`config.mk`:
```
export PLATFORM = sky130hd
export DESIGN_NAME = adpcm_block_decoder
export DESIGN_NICKNAME = d
export VERILOG_FILES = /design/src/design/adpcm_pkg.sv /design/src/design/adpcm_ctrl.sv /design/src/design/adpcm_dp.sv /design/src/design/adpcm_block_decoder.sv
export VERILOG_INCLUDE_DIRS = /design/src /design/src/design
export SDC_FILE = /design/constraint.sdc
export NUM_CORES = 1
export LEC_CHECK = 0
export BUFFER_PORTS_ARGS = -buffer_cell sky130_fd_sc_hd__buf_4
export CELL_PAD_IN_SITES_DETAIL_PLACEMENT = 1
export CELL_PAD_IN_SITES_GLOBAL_PLACEMENT = 2
export CORE_MARGIN = 1
export CORE_UTILIZATION = 30
export CTS_CLUSTER_DIAMETER = 30
export CTS_CLUSTER_SIZE = 40
export DETAILED_ROUTE_END_ITERATION = 16
export HOLD_SLACK_MARGIN = 0.15
export MAX_ROUTING_LAYER = met4
export PLACE_DENSITY = 0.75
export SLEW_MARGIN = 20
export SYNTH_ARGS = -nofsm -noshare
export SYNTH_HDL_FRONTEND = slang
export SYNTH_SLANG_ARGS = --single-unit
```
`constraint.sdc`:
```
create_clock -name clk -period 9.05 [get_ports clk]
set_input_delay 0.4525 -clock clk [delete_from_list [all_inputs] [get_ports clk]]
set_output_delay 0.4525 -clock clk [all_outputs]
set_load 0.03 [all_outputs]
```
`src/design/adpcm_block_decoder_macros.svh`:
```
// Assertion macros for the ADPCM block decoder.
// Included by the controller and datapath; no other dependencies.
`ifndef ADPCM_BLOCK_DECODER_MACROS_SVH
`define ADPCM_BLOCK_DECODER_MACROS_SVH

`ifndef SYNTHESIS
// same-cycle implication
`define ABD_ASSERT_IMP(lbl, clk, rst_n, ante, cons, msg) \
	lbl: assert property (@(posedge clk) disable iff (!rst_n) (ante) |-> (cons)) \
		else $error(msg);
// next-cycle implication
`define ABD_ASSERT_NXT(lbl, clk, rst_n, ante, cons, msg) \
	lbl: assert property (@(posedge clk) disable iff (!rst_n) (ante) |=> (cons)) \
		else $error(msg);
`else
`define ABD_ASSERT_IMP(lbl, clk, rst_n, ante, cons, msg)
`define ABD_ASSERT_NXT(lbl, clk, rst_n, ante, cons, msg)
`endif

`endif

```
`src/design/adpcm_pkg.sv`:
```
// Shared constants, types and coefficient tables for the ADPCM block decoder.
// No dependencies.
package adpcm_pkg;

	localparam int WORD_W   = 16;
	localparam int SAMPLE_W = 16;
	localparam int NIB_W    = 4;
	localparam int SHIFT_W  = 4;
	localparam int FILT_W   = 4;
	localparam int POS_W    = 3;
	localparam int NSEL_W   = 2;
	localparam int COEF_W   = 8;

	localparam logic [NSEL_W-1:0] LAST_NIB   = 2'd3;
	localparam logic [POS_W-1:0]  POS_HEADER = 3'd0;
	localparam logic [POS_W-1:0]  POS_FINAL  = 3'd7;
	localparam logic [FILT_W-1:0] FILTER_MAX = 4'd4;

	localparam logic signed [SAMPLE_W-1:0] SAT_MAX = 16'sh7FFF;
	localparam logic signed [SAMPLE_W-1:0] SAT_MIN = -16'sh8000;

	// controller -> datapath
	typedef struct packed {
		logic              load_hdr;   // latch shift and filter from the word
		logic              load_word;  // latch a data word
		logic              clear;      // zero the two-sample history
		logic              step;       // produce one sample into the output reg
		logic [NSEL_W-1:0] nib_sel;    // nibble of the data word for this step
		logic              last_nib;   // fourth sample of the word
		logic              final_word; // word 7 of the block
	} cmd_t;

	// datapath -> controller
	typedef struct packed {
		logic out_free; // output register can take a sample this cycle
	} stat_t;

	function automatic logic signed [COEF_W-1:0] coef_first(input logic [FILT_W-1:0] f);
		logic signed [COEF_W-1:0] c;
		case (f)
			4'd1:    c = 8'sd60;
			4'd2:    c = 8'sd115;
			4'd3:    c = 8'sd98;
			4'd4:    c = 8'sd122;
			default: c = 8'sd0;
		endcase
		return c;
	endfunction

	function automatic logic signed [COEF_W-1:0] coef_second(input logic [FILT_W-1:0] f);
		logic signed [COEF_W-1:0] c;
		case (f)
			4'd2:    c = -8'sd52;
			4'd3:    c = -8'sd55;
			4'd4:    c = -8'sd60;
			default: c = 8'sd0;
		endcase
		return c;
	endfunction

endpackage

```
`src/design/adpcm_ctrl.sv`:
```
// Controller for the ADPCM block decoder: block position, nibble sequencing
// and input handshake. Depends on adpcm_pkg and the assertion macros header.
`include "adpcm_block_decoder_macros.svh"

module adpcm_ctrl (
	input  logic                  clk,
	input  logic                  arst_n,
	input  logic                  s_tvalid,
	output logic                  s_tready,
	input  logic                  clear_in,
	input  adpcm_pkg::stat_t      stat,
	output adpcm_pkg::cmd_t       cmd
);
	import adpcm_pkg::*;

	typedef enum logic {ST_IDLE, ST_RUN} state_t;

	state_t            state_q;
	logic [NSEL_W-1:0] nib_q;
	logic [POS_W-1:0]  pos_q;    // position of the next word to accept
	logic              final_q;  // word in flight is the last of its block
	logic              step;
	logic              last_step;
	logic              accept;

	assign step      = (state_q == ST_RUN) && stat.out_free;
	assign last_step = step && (nib_q == LAST_NIB);
	// next word may enter on the same edge as the last sample of the current one
	assign s_tready  = (state_q == ST_IDLE) || last_step;
	assign accept    = s_tvalid && s_tready;

	always_comb begin
		cmd            = '0;
		cmd.clear      = accept && clear_in;
		cmd.load_hdr   = accept && (pos_q == POS_HEADER);
		cmd.load_word  = accept && (pos_q != POS_HEADER);
		cmd.step       = step;
		cmd.nib_sel    = nib_q;
		cmd.last_nib   = (nib_q == LAST_NIB);
		cmd.final_word = final_q && (nib_q == LAST_NIB);
	end

	always_ff @(posedge clk or negedge arst_n) begin
		if (!arst_n) begin
			state_q <= ST_IDLE;
			nib_q   <= '0;
			pos_q   <= POS_HEADER;
			final_q <= 1'b0;
		end else begin
			if (step)
				nib_q <= nib_q + 1'b1;
			if (last_step)
				state_q <= ST_IDLE;
			if (accept) begin
				pos_q <= pos_q + 1'b1;  // 7 wraps back to header
				if (pos_q != POS_HEADER) begin
					state_q <= ST_RUN;
					nib_q   <= '0;
					final_q <= (pos_q == POS_FINAL);
				end
			end
		end
	end

	`ABD_ASSERT_NXT(a_data_starts_run, clk, arst_n, accept && (pos_q != POS_HEADER), (state_q == ST_RUN) && (nib_q == '0), "data word did not start a run")
	`ABD_ASSERT_IMP(a_busy_no_ready, clk, arst_n, (state_q == ST_RUN) && (nib_q != LAST_NIB), !s_tready, "ready raised mid-word")
	`ABD_ASSERT_NXT(a_hdr_no_run, clk, arst_n, accept && (pos_q == POS_HEADER), (state_q == ST_IDLE) && (pos_q == 3'd1), "header word started a run")

endmodule

```
`src/design/adpcm_dp.sv`:
```
// Datapath for the ADPCM block decoder: header and word registers, sample
// history, predictor, saturation and output register. Depends on adpcm_pkg.
`include "adpcm_block_decoder_macros.svh"

module adpcm_dp (
	input  logic                                 clk,
	input  logic                                 arst_n,
	input  logic [adpcm_pkg::WORD_W-1:0]         word_in,
	input  adpcm_pkg::cmd_t                      cmd,
	output adpcm_pkg::stat_t                     stat,
	output logic                                 m_tvalid,
	input  logic                                 m_tready,
	output logic signed [adpcm_pkg::SAMPLE_W-1:0] sample,
	output logic                                 last_of_word,
	output logic                                 block_end,
	output logic                                 bad_filter
);
	import adpcm_pkg::*;

	localparam int PROD_W = SAMPLE_W + COEF_W;
	localparam int PSUM_W = PROD_W + 1;
	localparam int PRED_W = PSUM_W - 6;
	localparam int SUM_W  = PRED_W + 1;

	logic [WORD_W-1:0]          word_q;
	logic [SHIFT_W-1:0]         shift_q;
	logic [FILT_W-1:0]          filter_q;
	logic signed [SAMPLE_W-1:0] prev_q;
	logic signed [SAMPLE_W-1:0] older_q;
	logic                       valid_q;

	logic [NIB_W-1:0]           nib;
	logic signed [SAMPLE_W-1:0] nib_ext;
	logic signed [SAMPLE_W-1:0] scaled;
	logic signed [COEF_W-1:0]   c0;
	logic signed [COEF_W-1:0]   c1;
	logic signed [PROD_W-1:0]   p0;
	logic signed [PROD_W-1:0]   p1;
	logic signed [PSUM_W-1:0]   psum;
	logic signed [PRED_W-1:0]   pred;
	logic signed [SUM_W-1:0]    total;
	logic signed [SAMPLE_W-1:0] sat;

	assign nib     = word_q[{cmd.nib_sel, 2'b00} +: NIB_W];
	assign nib_ext = {nib, 12'b0};
	assign scaled  = nib_ext >>> shift_q;

	assign c0   = coef_first(filter_q);
	assign c1   = coef_second(filter_q);
	assign p0   = PROD_W'(c0) * PROD_W'(prev_q);
	assign p1   = PROD_W'(c1) * PROD_W'(older_q);
	assign psum = PSUM_W'(p0) + PSUM_W'(p1) + PSUM_W'(32);
	assign pred = PRED_W'(psum >>> 6);
	assign total = SUM_W'(scaled) + SUM_W'(pred);

	always_comb begin
		if (total > SUM_W'(SAT_MAX))
			sat = SAT_MAX;
		else if (total < SUM_W'(SAT_MIN))
			sat = SAT_MIN;
		else
			sat = total[SAMPLE_W-1:0];
	end

	assign stat.out_free = !valid_q || m_tready;
	assign m_tvalid      = valid_q;

	always_ff @(posedge clk or negedge arst_n) begin
		if (!arst_n) begin
			shift_q  <= '0;
			filter_q <= '0;
			prev_q   <= '0;
			older_q  <= '0;
			valid_q  <= 1'b0;
		end else begin
			if (cmd.load_hdr) begin
				shift_q  <= word_in[SHIFT_W-1:0];
				filter_q <= word_in[SHIFT_W +: FILT_W];
			end
			if (cmd.step) begin
				prev_q  <= sat;
				older_q <= prev_q;
				valid_q <= 1'b1;
			end else if (m_tready) begin
				valid_q <= 1'b0;
			end
			// a clear belongs to the incoming word, so it wins over the last step
			if (cmd.clear) begin
				prev_q  <= '0;
				older_q <= '0;
			end
		end
	end

	always_ff @(posedge clk) begin
		if (cmd.load_word)
			word_q <= word_in;
		if (cmd.step) begin
			sample       <= sat;
			last_of_word <= cmd.last_nib;
			block_end    <= cmd.final_word;
			bad_filter   <= (filter_q > FILTER_MAX);
		end
	end

	`ABD_ASSERT_NXT(a_step_fills_out, clk, arst_n, cmd.step, m_tvalid, "step did not fill output")
	`ABD_ASSERT_NXT(a_clear_zeroes, clk, arst_n, cmd.clear, (prev_q == '0) && (older_q == '0), "history not cleared")
	`ABD_ASSERT_NXT(a_out_held, clk, arst_n, m_tvalid && !m_tready, m_tvalid, "output item dropped while stalled")

endmodule

```
`src/design/adpcm_block_decoder.sv`:
```
// ADPCM block decoder top level: 4-bit SPU-style ADPCM to 16-bit PCM.
// Depends on adpcm_pkg, adpcm_ctrl and adpcm_dp.
//
// Usage:
//  - Input channel (s_*): one item per 16-bit block word. A block is eight
//    items: the header (shift in bits 3..0, filter in bits 7..4), then seven
//    data words. s_tuser carries clear_history, which zeroes the two-sample
//    predictor history before that word is used (header words included).
//  - Output channel (m_*): four sample items per data word, low nibble first.
//    Header words produce no output.
//  - Timing: an accepted data word is held in the word register, and each of
//    its samples is registered in the output register. While that register
//    can take a sample, the predictor loop produces one sample per cycle; the
//    next word is taken on the edge that emits the fourth sample of this one.
//  - Stall: the single output register holds its item while m_tready is low;
//    sample production pauses until it drains. Headers and one more data word
//    are still taken; s_tready stays low until that word's last sample is made.
//  - Reset (arst_n low): block position returns to header, shift/filter and
//    history clear to zero, no output item is pending.
module adpcm_block_decoder (
	input  logic                                  clk,
	input  logic                                  arst_n,
	input  logic                                  s_tvalid,
	output logic                                  s_tready,
	input  logic [adpcm_pkg::WORD_W-1:0]          s_tdata,  // [15:0] word
	input  logic                                  s_tuser,  // [0] clear_history
	output logic                                  m_tvalid,
	input  logic                                  m_tready,
	output logic signed [adpcm_pkg::SAMPLE_W-1:0] m_tdata,  // [15:0] sample
	output logic                                  m_tlast,  // block_end
	output logic [1:0]                            m_tuser   // [0] last_of_word, [1] bad_filter
);
	import adpcm_pkg::*;

	cmd_t  cmd;
	stat_t stat;
	logic  last_of_word;
	logic  bad_filter;

	adpcm_ctrl u_ctrl (
		.clk      (clk),
		.arst_n   (arst_n),
		.s_tvalid (s_tvalid),
		.s_tready (s_tready),
		.clear_in (s_tuser),
		.stat     (stat),
		.cmd      (cmd)
	);

	adpcm_dp u_dp (
		.clk          (clk),
		.arst_n       (arst_n),
		.word_in      (s_tdata),
		.cmd          (cmd),
		.stat         (stat),
		.m_tvalid     (m_tvalid),
		.m_tready     (m_tready),
		.sample       (m_tdata),
		.last_of_word (last_of_word),
		.block_end    (m_tlast),
		.bad_filter   (bad_filter)
	);

	assign m_tuser = {bad_filter, last_of_word};

endmodule

```
# Word-level counts from Yosys, hierarchy flattened
# Index checks and enable logic that the tools add are counted.
# totals
register_bits,83
inputBits,21
out_inout_bits,21
word_cells,64
# op_classes
add_sub_neg,5
n_mul,2
n_lt_le_gt_ge,3
n_eq_ne,6
n_shift,2
mux,16
n_bitwise,1
reduce_logical,15
# op_table
cell,count
2-to-1 mux 16 bit,6
multiplier 8 x 16 -> 24 bit,2
case mux 7 bit (4 select lines),1
adder 24 x 24 -> 25 bit,1
adder 25 x 7 -> 25 bit (second input constant),1
case mux 8 bit (3 select lines),1
adder 16 x 19 -> 20 bit,1
greater-than comparator 20 x 16 -> 1 bit (second input constant),1
< comparator 20 x 16 -> 1 bit (second input constant),1
variable part select 16 x 5 -> 4 bit,1
>>> shifter 16 x 4 -> 16 bit,1
equality test 4 x 2 -> 1 bit (second input constant),2
logical AND 1 bit,7
2-to-1 mux 2 bit,3
2-to-1 mux 1 bit,5
equality test 4 x 1 -> 1 bit (second input constant),1
equality test 4 x 3 -> 1 bit (second input constant),1
greater-than comparator 4 x 3 -> 1 bit (second input constant),1
nonzero test 2 bit,2
adder 3 x 1 -> 3 bit (second input constant),1
equality test 3 bit (second input constant),1
logical NOT 3 bit,1
nonzero test 3 bit,1
adder 2 x 1 -> 2 bit (second input constant),1
5 further kinds,6

# Depth between registers and ports, before layout
# Gate-level depths: netlist of run 1.
# logic_depth
depth_word,11
ltp_mapped,37
depth_no_buf,33

# Modules after synthesis
# Synthesis of run 1 repeated with hierarchy kept, for this count alone.
# unflattened
cells_unflattened,1228
hier_area_um2,12086.6
# by_module_without_submodules
mod,instances,cells_each,area_each_um2
adpcm_dp,1,1192,11672.4
adpcm_ctrl,1,34,399.1
adpcm_block_decoder,1,2,15.0

# Worst setup path after synthesis of run 1
# No wires, ideal clock.
# synth_path
path_type,reg-to-reg
start,reg u_dp.filter_q[2]
end,"reg u_dp.sample[14] (netlist bit), data pin"
setup_ns,0.254
arrival_time_ns,8.499
t_required_ns,8.796
path_slack_ns,0.297
path_stages_with_launch,31
period_less_slack_ns,8.753
path_cell_list,dfrtp_1 clkbuf_1 nor4b_1 clkbuf_1 nand2_1 fa_1 fa_1 fa_1 inv_1 fa_1 fa_1 inv_1 fa_1 inv_1 ha_1 a21o_1 a21oi_1 nor2_1 o31a_1 o31ai_1 nand2b_1 xor2_1 ha_1 a21o_1 a21o_1 a221oi_1 o41ai_4 xnor2_2 o41ai_4 buf_2 a21bo_1
# synth_via
elab_chain_cells,9
# synth_rtl
item,line,rtl
from (decl),adpcm_dp.sv:27,logic [FILT_W-1:0] filter_q;
from (signal assigned),adpcm_dp.sv:78,filter_q <= word_in[SHIFT_W +: FILT_W];
"equality test 4 x 3 -> 1 bit, or another cell as far along","adpcm_pkg.sv:40, adpcm_pkg.sv:52",
case mux 7 bit (4 select lines) / case mux 8 bit (3 select lines) (equally long branches),"adpcm_pkg.sv:40, adpcm_pkg.sv:52",
multiplier 8 x 16 -> 24 bit (on tied branches),"adpcm_dp.sv:50, adpcm_dp.sv:51",
adder 24 x 24 -> 25 bit (*),adpcm_dp.sv:52,assign psum = PSUM_W'(p0) + PSUM_W'(p1) + PSUM_W'(32);
adder 25 x 7 -> 25 bit (*),adpcm_dp.sv:52,
adder 16 x 19 -> 20 bit (*),adpcm_dp.sv:54,assign total = SUM_W'(scaled) + SUM_W'(pred);
< comparator 20 x 16 -> 1 bit,adpcm_dp.sv:59,else if (total < SUM_W'(SAT_MIN))
2-to-1 mux 16 bit,adpcm_dp.sv:59,
2-to-1 mux 16 bit (*),adpcm_dp.sv:57,if (total > SUM_W'(SAT_MAX))
net u_dp.sat[14],adpcm_dp.sv:42,logic signed [SAMPLE_W-1:0] sat;
to (signal assigned),adpcm_dp.sv:99,sample <= sat;
to (decl),adpcm_dp.sv:13,"output logic signed [adpcm_pkg::SAMPLE_W-1:0] sample,"
# Mark *: on every way through the listed nets, which the timed path passes. The rest lies on a longest branch.
# A chain may end at the register's enable or synchronous reset.

# Worst setup path after layout of run 1
# layout_path
start,reg u_dp.filter_q[0]
end,"reg u_dp.sample[2] (netlist bit), data pin"
# Same word-level chain as after synthesis.

==> flow_summary.toml, run 1 <==
[floorplanning]
initial_core_util_pct = 30.4
fp-row-count = 73
pin_count = 42
floorplan.die.height_um = 203
die_width_um = 203
core_mm2 = 0.0397
design.die.area_mm2 = 0.0411

[logic_synthesis]
synth_seq_area_share_pct = 18.6
area_of_the_mapped_netlist_mm2 = 0.0121
synthesized_area_fraction_occupied_by_and_or_nand_nor_cells_pct = 13.0
synth_top_area_cell = "sky130_fd_sc_hd__fa_1"
postSynthRegisterBits = 83
yosys.area_share.xor_xnor_pct = 3.25
syn_area_per_cell_um2 = 10.0
synthCells = 1205
synth-async-reset-ratio_pct = 57.8
synth.area.mux_share_pct = 2.10
yosysWarnings = 0
yosys.cell_types.count = 69
synth-compound-area-share_pct = 10.6
synth_flop_cell = "sky130_fd_sc_hd__dfrtp_1"
synth_enable_flop_cells = 35
main_combinational_cell_family_by_area_after_synthesis = "adder cells"
synth_adder_area_share_pct = 43.5
cell_types_occupying_the_most_area_after_synthesis = "sky130_fd_sc_hd__fa_1 30%, sky130_fd_sc_hd__ha_1 13%, sky130_fd_sc_hd__dfrtp_1 9.9%"
synth.top_cell.area_share_pct = 30.3
synth_fp_nets = 1536

[place]
dp_hpwl_um = 26700
port_buffers = 41
placed_cells_incl_taps = 1761
gp_routability_congestion = 0.870
preCtsSetupSlack_ns = -0.384

[timing]
worst_clock_skew_ns = 0.00589
fin_crit_sh_pct = 97.5
final_hold_viol_count = 0
clock.fmax_ghz = 0.113
final.hold.worst_slack_ns = 0.268
max_slew_margin_pct = 30.6
post-route-min-period_ns = 8.82
setup_violations = 0
tightest_slew_ns = 1.04
timing.final.max_slew_violations = 0
final_critical_path_setup_slack_ns = 0.227

[grt]
first_global_vias = 9684
grt_max_degree = 49
number_of_antenna_violations_at_the_first_check_in_global_routing = 0
gr-usage-all-layers_pct = 17.0
globalRouteOverflowTotal = 0
grt_first_pass_wirelength_um = 53000

[clock_network]
numCtsBuffers = 9
clkLatencyLatePin_ns = 0.36
htreeDepth = 3
root_buffer = "sky130_fd_sc_hd__clkbuf_16"
clock_path_buffers = 2
clkTransAtPathRegs_ns = 0.07
tritoncts_clock_tree = "yes"
cts_num_sinks = 83

[routing]
vias = 8617
wl_um = 32800
firstDrtPassIters = 5
first_iter_violations = 342
drc_violation_count_after_routing = 0
post_drt_via_cell_ratio = 4.72
antenna_violating_nets_post_route = 0
wire_per_inst_um = 17.9

[cells_and_area]
fillers = 4459
num-nets-final = 1626
combined_area_of_the_multi_input_logic_cells_mm2 = 0.00921
final-instance-count-excl-fill = 1825
antennaDiodeCount = 0
register_area_mm2 = 0.00226
final_layout_size_suffix_gt1_share_pct = 21.2
area_growth_syn_to_layout_pct = 18.5

[critical_path]
setup.reg_to_reg.worst_slack_ns = 0.23
worst-endpoint-arrival_ns = 8.94
cp-start-kind = "register"
critical_path.max_stage_delay_ns = 0.61
reg2reg_depth = 34
worst_setup_path_endpoint = "u_dp.sample[2]"
cp-end-kind = "register"
critical-path-slowest-cell = "sky130_fd_sc_hd__fa_2"
startpoint = "u_dp.filter_q[0]"
worst_path_max_fanout = 7
crit-reg2reg-launch = "u_dp.filter_q[0]"
required_ns = 9.16
worstSetupPathType = "register to register"
reg2reg_to = "u_dp.sample[2]"

[job]
cap_viol_max_count = 0

[min_path]
min-delay-path-class = "input pin to register"

[run_status]
outcome = "finished, final reports clean"
## worst min-delay path by stage
| stage | slack, ns | endpoint | cells past startpoint | start |
|---|---|---|---|---|
| 2_1_floorplan | 0.16 | u_ctrl.final_q | 0 | arst_n |
| 3_3_place_gp | 0.47 | u_dp.m_tvalid | 1 | u_ctrl.state_q |
| 3_5_place_dp | 0.50 | u_dp.m_tvalid | 1 | u_ctrl.state_q |
| 4_1_cts | 0.25 | u_dp.word_q[10] | 1 | s_tdata[10] |
| 5_1_grt | 0.25 | u_dp.word_q[11] | 1 | s_tdata[11] |
| 6_report | 0.27 | u_dp.word_q[8] | 1 | s_tdata[8] |
## per-stage QoR
step                TNS, ns  util [%]  instance area (um^2)
floorplan                 0         -                 12100
global placement      -5.94      33.0                 13100
detailed placement   -10.70      33.0                 13100
CTS                       0      34.4                 13600
global route          -1.93      36.0                 14300
finish                    0      36.0                 14300
## Yosys cell counts (3+ instances only)
cell type / number
sky130_fd_sc_hd__edfxtp_1: 35
sky130_fd_sc_hd__xor2_1: 10
sky130_fd_sc_hd__mux2_2: 11
sky130_fd_sc_hd__a21o_1: 6
sky130_fd_sc_hd__nand2_1: 80
sky130_fd_sc_hd__ha_1: 127
sky130_fd_sc_hd__dfrtp_1: 48
sky130_fd_sc_hd__a21oi_1: 33
sky130_fd_sc_hd__o21a_1: 6
sky130_fd_sc_hd__xnor2_1: 33
sky130_fd_sc_hd__a21bo_2: 7
sky130_fd_sc_hd__nor2b_1: 8
sky130_fd_sc_hd__nand2b_1: 11
sky130_fd_sc_hd__and3_1: 16
sky130_fd_sc_hd__a211oi_1: 3
sky130_fd_sc_hd__nor2_1: 51
sky130_fd_sc_hd__a22o_1: 19
sky130_fd_sc_hd__nand4_1: 4
sky130_fd_sc_hd__and2_1: 93
sky130_fd_sc_hd__o21bai_1: 3
sky130_fd_sc_hd__or2_2: 11
sky130_fd_sc_hd__mux2i_1: 4
sky130_fd_sc_hd__a21bo_1: 6
sky130_fd_sc_hd__a221o_1: 12
sky130_fd_sc_hd__o31ai_1: 3
sky130_fd_sc_hd__a21boi_0: 3
sky130_fd_sc_hd__o41ai_4: 3
sky130_fd_sc_hd__buf_2: 3
sky130_fd_sc_hd__mux4_2: 4
sky130_fd_sc_hd__nor3_1: 12
sky130_fd_sc_hd__nand3_1: 4
sky130_fd_sc_hd__fa_1: 183
sky130_fd_sc_hd__nor4_1: 5
sky130_fd_sc_hd__o31a_1: 4
sky130_fd_sc_hd__clkbuf_1: 25
sky130_fd_sc_hd__o21ai_0: 32
sky130_fd_sc_hd__inv_1: 247
## kinds of logic after synthesis
| kind of cell | Yosys count |
|---|---|
| buffers and inverters | 282 |
| multiplexers | 19 |
| AO/OA/AOI/OAI | 165 |
| flip-flops | 83 |
| XOR/XNOR | 44 |
| AND/OR/NAND/NOR | 302 |
| adder cells (fa/ha/maj) | 310 |
## what timing repair did
action	in CTS	in global routing
buffers inserted	14	31
gates resized for setup	23	104
hold buffers	1	0
endpoints found under the setup margin	30	30
cloned	0	2
hold endpoints to repair	6	0
pin swaps	8	54
## worst max-delay path, delay by kind of cell (launching register included)
| kind | cells | cell delay [ns] |
|---|---|---|
| buf+inv | 9 | 1.16 |
| simple gates | 6 | 0.82 |
| compound gates | 9 | 2.08 |
| fa+ha+maj | 8 | 3.70 |
| xor+xnor | 2 | 0.38 |
| flops | 1 | 0.40 |
## state kept, by name, summed over array words and instances (netlist names), 2 cells and up
signal,count
u_dp.older_q,16
u_dp.prev_q,16
u_dp.sample,16
u_dp.word_q,16
u_dp.filter_q,4
u_dp.shift_q,4
u_ctrl.pos_q,3
u_ctrl.nib_q,2
## layout make-up
cell class / instances / area share (%)
Timing Repair Buffer: 112 / 6.60
Clock inverter: 7 / 0.568
Clock buffer: 9 / 1.57
Tap cell: 525 / 4.59
Sequential cell: 83 / 15.8
Multi-Input combinational cell: 840 / 64.4
Inverter: 249 / 6.53
## layout by cell type (no fill, tap or decap), drive strengths merged, types with 3 or more instances in the layout
| cell | count |
|---|---|
| nor2 | 51 |
| o21bai | 3 |
| nand2b | 11 |
| o21ai | 34 |
| nor4 | 5 |
| fa | 183 |
| xnor2 | 34 |
| dfrtp | 48 |
| o31a | 4 |
| nand2 | 80 |
| edfxtp | 35 |
| mux2 | 11 |
| a211oi | 3 |
| ha | 127 |
| a221o | 12 |
| o31ai | 3 |
| a21oi | 34 |
| a21boi | 3 |
| clkinv | 6 |
| a21bo | 13 |
| o311ai | 3 |
| inv | 250 |
| and3 | 16 |
| a21o | 6 |
| xor2 | 10 |
| buf | 110 |
| o41ai | 4 |
| clkbuf | 10 |
| nand3 | 4 |
| o21a | 6 |
| nor2b | 9 |
| mux2i | 4 |
| and2 | 94 |
| mux4 | 4 |
| nor3 | 12 |
| or2 | 11 |
| nand4 | 4 |
| o211ai | 3 |
| a22o | 19 |
## routing by layer
layer	vias to the layer above	routed length (um)	track usage, %	share of wire (%)
met5	-	0	-	0
li1	4053	-	-	-
met1	4438	15300	22.5	47
met2	95	16400	28.5	50
met4	0	416	2.74	1.3
met3	31	566	1.75	1.7
Power of run 1 is left out: the tool's default activity adds up to more than one toggle a clock period on the data nets, which glitch-free logic cannot reach.
==> run 2: changes to the inputs <==
--- a/config.mk
+++ b/config.mk
@@ -9,6 +9,7 @@
 export BUFFER_PORTS_ARGS = -buffer_cell sky130_fd_sc_hd__buf_4
 export CELL_PAD_IN_SITES_DETAIL_PLACEMENT = 1
 export CELL_PAD_IN_SITES_GLOBAL_PLACEMENT = 2
+export CORE_ASPECT_RATIO = 1.25
 export CORE_MARGIN = 1
 export CORE_UTILIZATION = 30
 export CTS_CLUSTER_DIAMETER = 30
@@ -16,7 +17,7 @@
 export DETAILED_ROUTE_END_ITERATION = 16
 export HOLD_SLACK_MARGIN = 0.15
 export MAX_ROUTING_LAYER = met4
-export PLACE_DENSITY = 0.75
+export PLACE_DENSITY = 0.73
 export SLEW_MARGIN = 20
 export SYNTH_ARGS = -nofsm -noshare
 export SYNTH_HDL_FRONTEND = slang
==> constraint.sdc (replaced) <==
create_clock -name clk -period 8.7 [get_ports clk]
set_input_delay 0.435 -clock clk [delete_from_list [all_inputs] [get_ports clk]]
set_output_delay 0.435 -clock clk [all_outputs]
set_load 0.03 [all_outputs]
==> flow_summary.toml, run 2 (synthesis results as in run 1) <==
[floorplanning]
design.die.area_mm2 = 0.0411
floorplan.die.height_um = 226
initial_core_util_pct = 30.6
die_width_um = 182
fp-row-count = 81
pin_count = 42
core_mm2 = 0.0394

[run_status]
violations = "negative setup slack"
outcome = "finished, violations left"

[place]
gp_routability_congestion = 0.869
port_buffers = 41
dp_hpwl_um = 28700
placed_cells_incl_taps = 1821
dpl_cell_area_mm2 = 0.0138

[grt]
grt_max_degree = 49
grt_first_pass_wirelength_um = 56400
globalRouteOverflowTotal = 0
gr-usage-all-layers_pct = 18.3
number_of_antenna_violations_at_the_first_check_in_global_routing = 0
first_global_vias = 10307

[cells_and_area]
final_layout_size_suffix_gt1_share_pct = 27.3
num-nets-final = 1705
area_growth_syn_to_layout_pct = 24.9
final_cell_mix = "230 x sky130_fd_sc_hd__inv_1, 171 x sky130_fd_sc_hd__fa_1, 166 x sky130_fd_sc_hd__buf_4, 116 x sky130_fd_sc_hd__ha_1, 85 x sky130_fd_sc_hd__and2_1"
final_cell_area_mm2 = 0.0151
fin_util_pct = 38.3
layout_commonest_cell = "sky130_fd_sc_hd__inv_1"
final-instance-count-excl-fill = 1877
antennaDiodeCount = 0
fillers = 4403

[critical_path]
critical-path-slowest-cell = "sky130_fd_sc_hd__fa_1"
worst-endpoint-arrival_ns = 8.84
reg2reg_to = "u_dp.sample[3]"
setup.reg_to_reg.worst_slack_ns = -0.02
cp-start-kind = "register"
cp-end-kind = "register"
required_ns = 8.82
reg2reg_depth = 33
cpLargestDelayFamily = "adder cells"
worst_path_max_fanout = 7
critical_path.max_stage_delay_ns = 0.54
crit-reg2reg-launch = "u_dp.filter_q[1]"
worstSetupPathType = "register to register"
critical_path.n_buffers_inverters = 6

[timing]
timing.final.max_slew_violations = 0
setup_violations = 2
tightest_slew_ns = 0.997
final.hold.worst_slack_ns = 0.251
post-route-min-period_ns = 8.72
worst_clock_skew_ns = 0.00878
final_critical_path_setup_slack_ns = -0.0194
clock.fmax_ghz = 0.115
final_hold_viol_count = 0
max_slew_margin_pct = 33.5
rsz0062_at_grt = "yes"
fin_crit_sh_pct = 100

[clock_network]
clock_path_buffers = 2
tritoncts_clock_tree = "yes"
htreeDepth = 3
numCtsBuffers = 9
root_buffer = "sky130_fd_sc_hd__clkbuf_16"
clkTransAtPathRegs_ns = 0.08
cts_num_sinks = 83
clkLatencyLatePin_ns = 0.36

[min_path]
min-delay-start = "s_tdata[11]"
endpoint_worst_hold = "u_dp.word_q[11]"
timing.hold.worst_path_depth = 1
min-delay-path-class = "input pin to register"

[routing]
wl_um = 35300
wire_per_inst_um = 18.8
drc_violation_count_after_routing = 0
first_iter_violations = 315
firstDrtPassIters = 4
vias = 9021
post_drt_via_cell_ratio = 4.81
antenna_violating_nets_post_route = 0

[job]
cap_viol_max_count = 0
## run 2: final cells by class
| cell class | count | area [um^2] | share of cell area [%] |
|---|---|---|---|
| sequential | 83 | 2260 | 14.9 |
| tap | 498 | 623 | 4.13 |
| clock inverter | 7 | 78.8 | 0.522 |
| timing repair buffer | 190 | 1590 | 10.5 |
| multi-input combinational | 841 | 9390 | 62.2 |
| clock buffer | 9 | 225 | 1.49 |
| inverter | 249 | 935 | 6.19 |
## run 2: per-layer routing
metal  up-vias  routed length (um)  global-route usage (%)
li1       4211                   -                       -
met5         -                   0                       -
met4         0                 671                    4.59
met2       109               19100                    33.4
met1      4661               14900                    21.9
met3        40                 601                    1.37
## run 2: worst max-delay path by stage
stage                      from         endpoint  slack, ns  depth (start not counted)
2_1_floorplan  u_dp.filter_q[2]  u_dp.sample[14]       0.04                         31
4_1_cts        u_dp.filter_q[1]   u_dp.sample[6]    -0.0005                         35
3_5_place_dp   u_dp.filter_q[1]  u_dp.prev_q[12]      -0.55                         34
6_report       u_dp.filter_q[1]   u_dp.sample[3]      -0.02                         33
5_1_grt        u_dp.filter_q[1]   u_dp.sample[3]      -0.29                         38
3_3_place_gp   u_dp.filter_q[1]   u_dp.prev_q[4]      -0.38                         34
## run 2: what timing repair did
| action | in CTS | in global routing |
|---|---|---|
| setup endpoints to repair | 31 | 30 |
| buffers inserted | 20 | 16 |
| pin swaps | 54 | 62 |
| endpoints found under the hold margin | 17 | 0 |
| gates resized for setup | 90 | 81 |
| hold buffers | 1 | 0 |
| cloned | 2 | 3 |
## run 2: through the flow
stage	TNS, ns	worst slack [ns]
after CTS	-0.000476	-0.000476
after global placement	-10.04	-0.377
after global routing	-6.74	-0.291
after detailed placement	-15.57	-0.555
after floorplan	0	0.0381
final	-0.0195	-0.0194
Power of run 2 is left out for the same reason.
